==> src/rtl/assert_macros.svh <==
// Assertion macros used by the top-level RTL file to check itself.
`ifndef ASSERT_MACROS_SVH
`define ASSERT_MACROS_SVH

// Same-cycle implication, disabled in reset.
`define ORF_ASSERT_IMP(label, clk, rst_n, ante, cons) \
  label: assert property (@(posedge clk) disable iff (!rst_n) (ante) |-> (cons)) \
    else $error("assertion failed");

// Next-cycle implication, disabled in reset.
`define ORF_ASSERT_NXT(label, clk, rst_n, ante, cons) \
  label: assert property (@(posedge clk) disable iff (!rst_n) (ante) |=> (cons)) \
    else $error("assertion failed");

`endif

==> src/rtl/orf_pkg.sv <==
// Types, codes and helpers shared by the overwriting ring FIFO.
package orf_pkg;

  localparam int CNT_W = 6;
  localparam int VAL_W = 16;
  localparam int CMD_W = 2;
  localparam int ST_W  = 2;

  localparam logic [CNT_W-1:0] LEN_RESET = 6'd63;

  localparam logic [CMD_W-1:0] CMD_ENQ  = 2'd0;
  localparam logic [CMD_W-1:0] CMD_DEQ  = 2'd1;
  localparam logic [CMD_W-1:0] CMD_PEEK = 2'd2;

  localparam logic [ST_W-1:0] ST_OK        = 2'd0;
  localparam logic [ST_W-1:0] ST_OVERWRITE = 2'd1;
  localparam logic [ST_W-1:0] ST_EMPTY     = 2'd2;

  typedef struct packed {
    logic [CMD_W-1:0]        command;
    logic signed [VAL_W-1:0] push_value;
  } in_req_t;

  typedef struct packed {
    logic [ST_W-1:0]         status;
    logic signed [VAL_W-1:0] read_value;
    logic [CNT_W-1:0]        element_count;
  } out_res_t;

  typedef struct packed {
    logic capture;
    logic execute;
    logic cfg_load;
  } orf_cmd_t;

  // Ring length in effect: zero acts as one, capped below the store depth.
  function automatic logic [CNT_W-1:0] ring_len(input logic [CNT_W-1:0] len,
                                                input int depth);
    logic [CNT_W-1:0] n;
    n = (len == '0) ? CNT_W'(1) : len;
    if (int'(n) > depth - 1) begin
      n = CNT_W'(depth - 1);
    end
    return n;
  endfunction

endpackage

==> src/rtl/orf_ctrl.sv <==
// Controller: accepts a request, runs its execute cycle, gates config writes.
module orf_ctrl (
  input  logic              clk,
  input  logic              rst_n,
  input  logic              start,
  input  logic              cfg_valid,
  output logic              busy,
  output logic              cfg_ready,
  output orf_pkg::orf_cmd_t cmd
);
  import orf_pkg::*;

  localparam logic S_IDLE = 1'b0;
  localparam logic S_EXEC = 1'b1;

  logic state_r, state_nxt;

  always_comb begin
    case (state_r)
      S_IDLE:  state_nxt = start ? S_EXEC : S_IDLE;
      S_EXEC:  state_nxt = S_IDLE;
      default: state_nxt = S_IDLE;
    endcase
  end

  always_ff @(posedge clk) begin
    if (!rst_n) begin
      state_r <= S_IDLE;
    end else begin
      state_r <= state_nxt;
    end
  end

  assign busy         = (state_r == S_EXEC);
  assign cfg_ready    = !busy && !start;
  assign cmd.capture  = start && !busy;
  assign cmd.execute  = busy;
  assign cmd.cfg_load = cfg_valid && cfg_ready;

endmodule

==> src/rtl/orf_dp.sv <==
// Datapath: sample store, ring pointers, count and the result register.
module orf_dp #(
  parameter int DEPTH = 64
) (
  input  logic                         clk,
  input  logic                         rst_n,
  input  orf_pkg::orf_cmd_t            cmd,
  input  orf_pkg::in_req_t             in_req,
  input  logic [orf_pkg::CNT_W-1:0]    cfg_data,
  output logic                         out_strobe,
  output orf_pkg::out_res_t            out_res
);
  import orf_pkg::*;

  localparam int IDX_W = $clog2(DEPTH);

  logic [VAL_W-1:0] mem [DEPTH];

  logic [CNT_W-1:0] len_r, len_nxt;
  logic [CNT_W-1:0] eff_len, new_len;
  logic [IDX_W-1:0] rd_ptr_r, rd_ptr_nxt;
  logic [IDX_W-1:0] wr_ptr_r, wr_ptr_nxt;
  logic [CNT_W-1:0] cnt_r, cnt_nxt;
  logic [CMD_W-1:0] cmd_r;
  logic [VAL_W-1:0] val_r;
  logic [VAL_W-1:0] rdata_r;
  logic             out_strobe_r;
  out_res_t         out_res_r, res_nxt;
  logic             mem_we;
  logic [IDX_W-1:0] mem_waddr;
  logic [VAL_W-1:0] mem_wdata;
  logic [IDX_W-1:0] rd_ptr_inc, wr_ptr_inc;
  logic             full, empty;

  assign eff_len = ring_len(len_r, DEPTH);
  assign new_len = ring_len(cfg_data, DEPTH);
  assign full    = (cnt_r >= eff_len);
  assign empty   = (cnt_r == '0);

  assign rd_ptr_inc = (int'(rd_ptr_r) + 1 >= int'(eff_len)) ? '0 : rd_ptr_r + 1'b1;
  assign wr_ptr_inc = (int'(wr_ptr_r) + 1 >= int'(eff_len)) ? '0 : wr_ptr_r + 1'b1;

  always_comb begin
    len_nxt    = len_r;
    rd_ptr_nxt = rd_ptr_r;
    wr_ptr_nxt = wr_ptr_r;
    cnt_nxt    = cnt_r;
    mem_we     = 1'b0;
    mem_waddr  = wr_ptr_inc;
    mem_wdata  = val_r;
    res_nxt.status     = ST_OK;
    res_nxt.read_value = '0;
    if (cmd.cfg_load) begin
      len_nxt    = cfg_data;
      rd_ptr_nxt = '0;
      wr_ptr_nxt = IDX_W'(new_len - 1'b1);
      cnt_nxt    = '0;
    end else if (cmd.execute) begin
      case (cmd_r)
        CMD_ENQ: begin
          mem_we     = 1'b1;
          wr_ptr_nxt = wr_ptr_inc;
          if (full) begin
            res_nxt.status = ST_OVERWRITE;
            rd_ptr_nxt     = rd_ptr_inc;
          end else begin
            cnt_nxt = cnt_r + 1'b1;
          end
        end
        CMD_DEQ: begin
          if (empty) begin
            res_nxt.status = ST_EMPTY;
          end else begin
            res_nxt.read_value = rdata_r;
            mem_we     = 1'b1;
            mem_waddr  = rd_ptr_r;
            mem_wdata  = '0;
            rd_ptr_nxt = rd_ptr_inc;
            cnt_nxt    = cnt_r - 1'b1;
          end
        end
        CMD_PEEK: begin
          if (empty) begin
            res_nxt.status = ST_EMPTY;
          end else begin
            res_nxt.read_value = rdata_r;
          end
        end
        default: begin
        end
      endcase
    end
    res_nxt.element_count = cnt_nxt;
  end

  always_ff @(posedge clk) begin
    if (mem_we) begin
      mem[mem_waddr] <= mem_wdata;
    end
    if (cmd.capture) begin
      rdata_r <= mem[rd_ptr_r];
      cmd_r   <= in_req.command;
      val_r   <= in_req.push_value;
    end
    if (cmd.execute) begin
      out_res_r <= res_nxt;
    end
  end

  always_ff @(posedge clk) begin
    if (!rst_n) begin
      len_r        <= LEN_RESET;
      rd_ptr_r     <= '0;
      wr_ptr_r     <= IDX_W'(ring_len(LEN_RESET, DEPTH) - 1'b1);
      cnt_r        <= '0;
      out_strobe_r <= 1'b0;
    end else begin
      len_r        <= len_nxt;
      rd_ptr_r     <= rd_ptr_nxt;
      wr_ptr_r     <= wr_ptr_nxt;
      cnt_r        <= cnt_nxt;
      out_strobe_r <= cmd.execute;
    end
  end

  assign out_strobe = out_strobe_r;
  assign out_res    = out_res_r;

endmodule

==> src/rtl/overwriting_ring_fifo.sv <==
// Top level of the overwriting ring FIFO of signed 16-bit samples.
// For each request busy is high for one cycle after start is
// taken while the registered store read finishes, and the result appears on
// out_res with out_strobe for exactly one cycle after that; a new request may
// be started in that same cycle. The receiver cannot stall, so capture
// out_res whenever out_strobe is high. Dequeue and peek report only entries
// written since the last length write, so no store clearing pass is needed.
// A config write is taken only while no request is in flight.
`include "assert_macros.svh"

module overwriting_ring_fifo #(
  parameter int DEPTH = 64
) (
  input  logic                      clk,
  input  logic                      rst_n,
  input  logic                      start,
  output logic                      busy,
  input  orf_pkg::in_req_t          in_req,
  output logic                      out_strobe,
  output orf_pkg::out_res_t         out_res,
  input  logic                      cfg_valid,
  output logic                      cfg_ready,
  input  logic [orf_pkg::CNT_W-1:0] cfg_data
);
  import orf_pkg::*;

  orf_cmd_t cmd;

  orf_ctrl u_ctrl (
    .clk       (clk),
    .rst_n     (rst_n),
    .start     (start),
    .cfg_valid (cfg_valid),
    .busy      (busy),
    .cfg_ready (cfg_ready),
    .cmd       (cmd)
  );

  orf_dp #(
    .DEPTH (DEPTH)
  ) u_dp (
    .clk        (clk),
    .rst_n      (rst_n),
    .cmd        (cmd),
    .in_req     (in_req),
    .cfg_data   (cfg_data),
    .out_strobe (out_strobe),
    .out_res    (out_res)
  );

  `ORF_ASSERT_NXT(a_req_busy, clk, rst_n, start && !busy, busy ##1 out_strobe)
  `ORF_ASSERT_IMP(a_strobe_idle, clk, rst_n, out_strobe, !busy)
  `ORF_ASSERT_IMP(a_empty_res, clk, rst_n, out_strobe && out_res.status == ST_EMPTY,
                  out_res.element_count == '0 && out_res.read_value == '0)
  `ORF_ASSERT_IMP(a_ovw_res, clk, rst_n, out_strobe && out_res.status == ST_OVERWRITE,
                  out_res.read_value == '0 && out_res.element_count != '0)

endmodule

==> config.mk <==
export PLATFORM = sky130hd
export DESIGN_NAME = overwriting_ring_fifo
export DESIGN_NICKNAME = d
export VERILOG_FILES = /design/src/rtl/orf_pkg.sv /design/src/rtl/orf_ctrl.sv /design/src/rtl/orf_dp.sv /design/src/rtl/overwriting_ring_fifo.sv
export VERILOG_INCLUDE_DIRS = /design/src /design/src/rtl
export SDC_FILE = /design/constraint.sdc
export NUM_CORES = 1
export LEC_CHECK = 0
export ABC_CLOCK_PERIOD_IN_PS = 5200
export BUFFER_PORTS_ARGS = -buffer_cell sky130_fd_sc_hd__buf_2
export CORE_MARGIN = 3
export CORE_UTILIZATION = 45
export CTS_BUF_LIST = sky130_fd_sc_hd__clkbuf_16
export DETAILED_ROUTE_END_ITERATION = 10
export GPL_TIMING_DRIVEN = 0
export PLACE_DENSITY_LB_ADDON = 0.12
export SYNTH_ARGS = -nofsm -noshare
export SYNTH_HDL_FRONTEND = slang
export SYNTH_HIERARCHICAL = 1
export SYNTH_SLANG_ARGS = --single-unit
==> constraint.sdc <==
create_clock -name clk -period 5.2 [get_ports clk]
set_clock_uncertainty 0.2 [all_clocks]
set_input_delay 0.26 -clock clk [delete_from_list [all_inputs] [get_ports clk]]
set_output_delay 0.26 -clock clk [all_outputs]
set_load 0.02 [all_outputs]
== Yosys cells after proc, flatten, opt, wreduce, memory -nomap -nowiden ==
Memory sizes are Yosys's and may differ from the RTL's. A register that Yosys moved wholly into a read port is not among the register bits.
Index checks and enable logic that the tools add are counted.
Cells by class
  add/sub/neg operators: 7
  order comparisons: 3
  equal/unequal tests: 4
  multiplexer cells: 34
  bitwise operators: 3
  reductions and logical operators: 17
Operators with widths (number)
  2-to-1 mux 6 bit: 17
  >= comparator 32 x 7 -> 1 bit: 2
  2-to-1 mux 16 bit: 4
  one-hot mux 6 bit (2 select lines): 2
  adder 6 x 1 -> 6 bit, second input constant: 3
  logical NOT 6 bit: 3
  adder 6 x 1 -> 7 bit, second input constant: 2
  subtractor 6 x 1 -> 6 bit, second input constant: 2
  2-to-1 mux 1 bit: 7
  >= comparator 6 bit: 1
  nonzero test 2 bit: 3
  one-hot mux 1 bit (2 select lines): 2
  one-hot mux 2 bit (2 select lines): 1
  AND reduction 4 bit: 1
  OR reduction 2 bit: 2
  logical AND 1 bit: 3
  NOT 1 bit: 3
  OR reduction 3 bit: 1
  == test 2 x 1 -> 1 bit, second input constant: 1
  == test 2 bit, second input constant: 1
  logical NOT 1 bit: 2
  logical NOT 2 bit: 1
  2-to-1 mux 2 bit: 1
  != test 2 x 1 -> 1 bit, second input constant: 1
  2 further kinds: 2
Word-level totals
  register bits: 68
  RAM bits: 1024
  output and inout port bits: 27
  logic and storage cells: 80
  memories kept: 1
Memory list
  u_dp.mem: words 64, bits a word 16, read ports 1, clocked after Yosys merged registers in 1, wr ports 1, line orf_dp.sv:17  | logic [VAL_W-1:0] mem [DEPTH];

== Depth between registers and ports, before layout ==
  depth after elaboration: 8
  depth in mapped cells: 13
  gate-level depth less buffers: 10

== By module ==
Netlist, hierarchy kept.
By module, submodules not included
  orf_dp: instances 1, cells each 2125, area each 43630.6 um2, sequential area each 32991.6 um2
  orf_ctrl: instances 1, cells each 6, area each 57.6 um2, sequential area each 20.0 um2

== Worst setup path after synthesis ==
OpenSTA, ideal clock, no wires.
  kind: reg2reg
  start point: reg u_dp.wr_ptr_r[0]
  end point: mem u_dp.mem[11][0], enable pin
  setup time: 388 ps
  arrival time: 3385 ps
  path slack: 1226 ps
  stages on the path, launching flop included: 13
  clock period less this slack: 3974 ps
  cells stage by stage: dfxtp_1 -> clkbuf_1 -> nand3_1 -> xor2_1 -> inv_1 -> ha_1 -> a21o_1 -> a21oi_1 -> o211a_1 -> clkbuf_1 -> nand3_1 -> o32a_1 -> nor2_1
On the way
  longest elaborated chain between the ends: 7
  elaborated cells between the ends (all ways): 8
  classes of those cells: add/sub (2); order compare (1); mux (5)
Ends and longest elaborated chain
  from (decl): line orf_dp.sv:22  | logic [IDX_W-1:0] wr_ptr_r, wr_ptr_nxt;
  from (signal assigned): line orf_dp.sv:114  | wr_ptr_r <= IDX_W'(ring_len(LEN_RESET, DEPTH) - 1'b1);
  from (signal assigned): line orf_dp.sv:120  | wr_ptr_r <= wr_ptr_nxt;
  adder 6 x 1 -> 7 bit: line orf_dp.sv:41  | assign wr_ptr_inc = (int'(wr_ptr_r) + 1 >= int'(eff_len)) ? '0 : wr_ptr_r + 1'b1;
  >= comparator 32 x 7 -> 1 bit: line orf_dp.sv:41
  2-to-1 mux 6 bit (*): line orf_dp.sv:41
  2-to-1 mux 6 bit: line orf_dp.sv:71  | if (empty) begin
  2-to-1 mux 6 bit: line orf_dp.sv:59  | case (cmd_r)
  2-to-1 mux 6 bit: line orf_dp.sv:58  | end else if (cmd.execute) begin
  2-to-1 mux 6 bit (*): line orf_dp.sv:53  | if (cmd.cfg_load) begin
  to (decl): line orf_dp.sv:17
Every way passes the cells marked *; elsewhere a longest branch is shown, timed or not.

== Final worst setup path ==
  start point: reg u_dp.wr_ptr_r[0]
  end point: mem u_dp.mem[50][8], enable pin
Same word-level chain as after synthesis.

==> reports/qor.yml <==
drt:
  drt.antenna.violating_nets: 0
  detail_route.wirelength_um: 118000
  drc: 0
  num_vias: 23000
  routed_via_density: 6.09
  drtPass1Iterations: 5
  routedWlPerCell_um: 31.2
  drt_iter0_drc: 3043
critical_path:
  r2r_setup_slack_ps: 160
  timing.rr.start: "u_dp/wr_ptr_r[0]"
  crit_start: "u_dp/wr_ptr_r[0]"
  r2r-end: "u_dp/mem[50][8]"
  start_kind: "register"
  cp-endpoint: "u_dp/mem[50][8]"
  critPathKind: "reg -> reg"
  crit_buf_inv: 3
  worstPathArrival_ps: 5220
  max_stage_delay_ps: 710
  crit_cells: 12
  worstRegToRegCells: 12
  cp_data_required_time_ps: 5380
  path_cells: "clkbuf_1 > nand3_1 > xor2_1 > inv_1 > ha_1 > a21o_1 > a21oi_1 > o211a_1 > a41oi_1 > nand3b_4 > nor2_2 > buf_16"
  slowest_stage: "a41oi_1"
  crit_fanout: 12
  endpoint_kind: "register"
  critical_path.top_delay_family: "compound AO/OA/AOI/OAI gates"
cells_and_area:
  multi_input_area_sq_um: 10200
  area_growth_pct: 16.8
  antenna_cells: 0
  final_cells: 3771
  seq_area_sq_um: 33000
  drive_above_1_share_pct: 27.7
  fill_cells: 7421
  nNetsFinal: 2465
  post-route-util_pct: 53.4
clock_tree:
  htreeDepth: 3
  clk_latency_ps: 690
  clock-sinks: 1108
  clk_pin_slew_ps: 60
  postCtsSetupBuffers: 0
  cts.path.max_buffers: 3
  numCtsBuffers: 113
  ctsRootBufferMaster: "clkbuf_16"
  cts_tree: "done"
die:
  die_height_um: 318
  core_area_sq_um: 95600
  ios: 55
  die_w_um: 318
  initial_utilization_pct: 45.7
  die-area_sq_um: 101000
  num_rows: 113
timing:
  worstMarginPinSlew_ps: 1540
  hold_violations: 0
  max_slew_margin_pct: -4.09
  setup_viol: 0
  min_period_ps: 5040
  rsz0062_at_grt: "false"
  max_freq_mhz: 198
  drv_slew: 6
  min_period_over_period_pct: 97.0
global_route:
  grt_pass1_wl_um: 169000
  grt_pass1_vias: 23000
  grtUsageTotal_pct: 23.4
  antenna_found_initial: 2
  grt_max_degree: 65
  grt_overflow: 0
synthesis:
  synth-edff-count: 1082
  synth_most_common_cell: "edfxtp_1"
  synthCells: 2131
  yosys_most_used_dff: "edfxtp_1"
  avgSynthCellArea_sq_um: 20.5
  yosys-top-cells-count: "1082 x edfxtp_1, 256 x mux4_2, 95 x nor2_1"
  yosys.area.top_type_share_pct: 74.4
  ys_seq_area_share_pct: 75.6
  yosysWarnings: 6
  netlist_area_sq_um: 43700
  yosys.area.top_type: "edfxtp_1"
  synth_area_leaders: "edfxtp_1 74%, mux4_2 13%, mux2i_1 1.4%"
  synth_seq_cells: 1108
  synth_nets: 2185
  synthArstFlopShare_pct: 0
  synth.distinct_cells: 82
run:
  maxCapViolCount: 1
outcome:
  failed_checks: "capacitance limit, slew limit"
  status: "complete, but fails checks"
pwr:
  max-vdd-ir-drop_mv: 0.250
  p_leak_nw: 15.9
  power_density_nw_per_um2: 356
placement:
  place.gp.congestion: 0.939
  dp_hpwl_um: 78600
  dpl.cell_count: 3528
  numPortBuffers: 54
hold_path:
  worst_hold_path_type: "in -> reg"
==> metal layers <==
layer	global-route usage (%)	share of wire, %	vias up
li1	-	-	9493
met1	34.3	43	12200
met2	35.0	45	1069
met3	4.18	8.0	225
met4	9.53	4.3	0
met5	0	0	-
==> registers in the layout, indices dropped and copies added, names as in the netlist <==
register / count
u_ctrl/busy: 1
u_dp/wr_ptr_r: 6
u_dp/out_res: 24
u_dp/cnt_r: 6
u_dp/rdata_r: 16
u_dp/mem: 1024
u_dp/out_strobe: 1
u_dp/cmd_r: 2
u_dp/len_r: 6
u_dp/val_r: 16
u_dp/rd_ptr_r: 6
==> power by group <==
group / switching, mW / leakage (nW) / internal (mW)
logic: 0.530 / 4.19 / 0.225
clock network: 3.32 / 1.79 / 4.23
registers: 0.0195 / 9.97 / 9.86
==> cells by family after synthesis <==
kind of cell	after synthesis	share of synthesized area (%)
xor gates and xnor gates	11	0.221
and+or+nand+nor	287	3.35
DFF	1108	75.6
muxes	319	14.6
adders and majority gates	26	0.745
AOI/OAI and AO/OA	240	4.06
buffers and inverters	140	1.43
==> cell type report <==
class | instances | share of cell area (%)
inverters | 21 | 0.154
multi-input cells | 883 | 20.1
repair buffers | 165 | 4.12
clock inverters | 95 | 1.14
well taps | 1265 | 3.10
clock buffers | 115 | 5.64
plain buffers | 119 | 1.07
flip-flops and latches | 1108 | 64.7
==> layout by cell type, fill, tap and decap left out, types with 15 or more instances in the layout <==
master / synthesis / final
a21oi_1: 31 / 31
a221oi_1: 26 / 26
a31oi_1: 20 / 20
and2_1: 38 / 22
buf_16: 0 / 22
buf_2: 39 / 93
buf_8: 0 / 43
clkbuf_1: 58 / 58
clkbuf_16: 0 / 115
clkinv_1: 2 / 39
clkinv_2: 0 / 21
dfxtp_1: 26 / 26
dlygate4sd3_1: 0 / 33
edfxtp_1: 1082 / 1082
ha_1: 26 / 26
inv_1: 19 / 42
mux2i_1: 62 / 62
mux4_2: 256 / 256
nand2_1: 46 / 46
nand2b_1: 22 / 22
nand3_1: 20 / 20
nor2_1: 95 / 31
nor2_2: 0 / 63
nor3_1: 15 / 15
o211a_1: 15 / 15
o21ai_0: 39 / 39
o221ai_1: 15 / 15
o22ai_1: 20 / 20
==> repair_timing <==
action / 4_1_cts / 5_1_grt
endpoints found under the hold margin: 40 / 0
resized for setup: 1 / 1
endpoints found under the setup margin: 9 / 107
hold buffers: 33 / 0
==> stage by stage <==
stage          instance area, sq um  power (mW)  setup TNS (ps)  hold WS (ps)  setup WS, ps
6_report                      51000        18.2               0          86.4           157
3_3_place_gp                  45500        10.7         -122970           241          -645
5_1_grt                       51000        18.8               0          66.4          65.9
4_1_cts                       51000        18.3               0          27.7          19.7
3_5_place_dp                  47200        10.8            -384           238         -43.8
2_1_floorplan                 43700        10.5               0           159          1230
==> how the worst min path moves through the flow <==
stage	cells after the start	from	slack, ps	to
6_report	2	in_req[10]	90	u_dp/val_r[10]
5_1_grt	2	in_req[9]	70	u_dp/val_r[9]
4_1_cts	2	in_req[8]	30	u_dp/val_r[8]
3_5_place_dp	1	in_req[0]	240	u_dp/val_r[0]
3_3_place_gp	1	in_req[14]	240	u_dp/val_r[14]
2_1_floorplan	0	in_req[16]	160	u_dp/cmd_r[0]
Power figures use the tool's default switching activity.
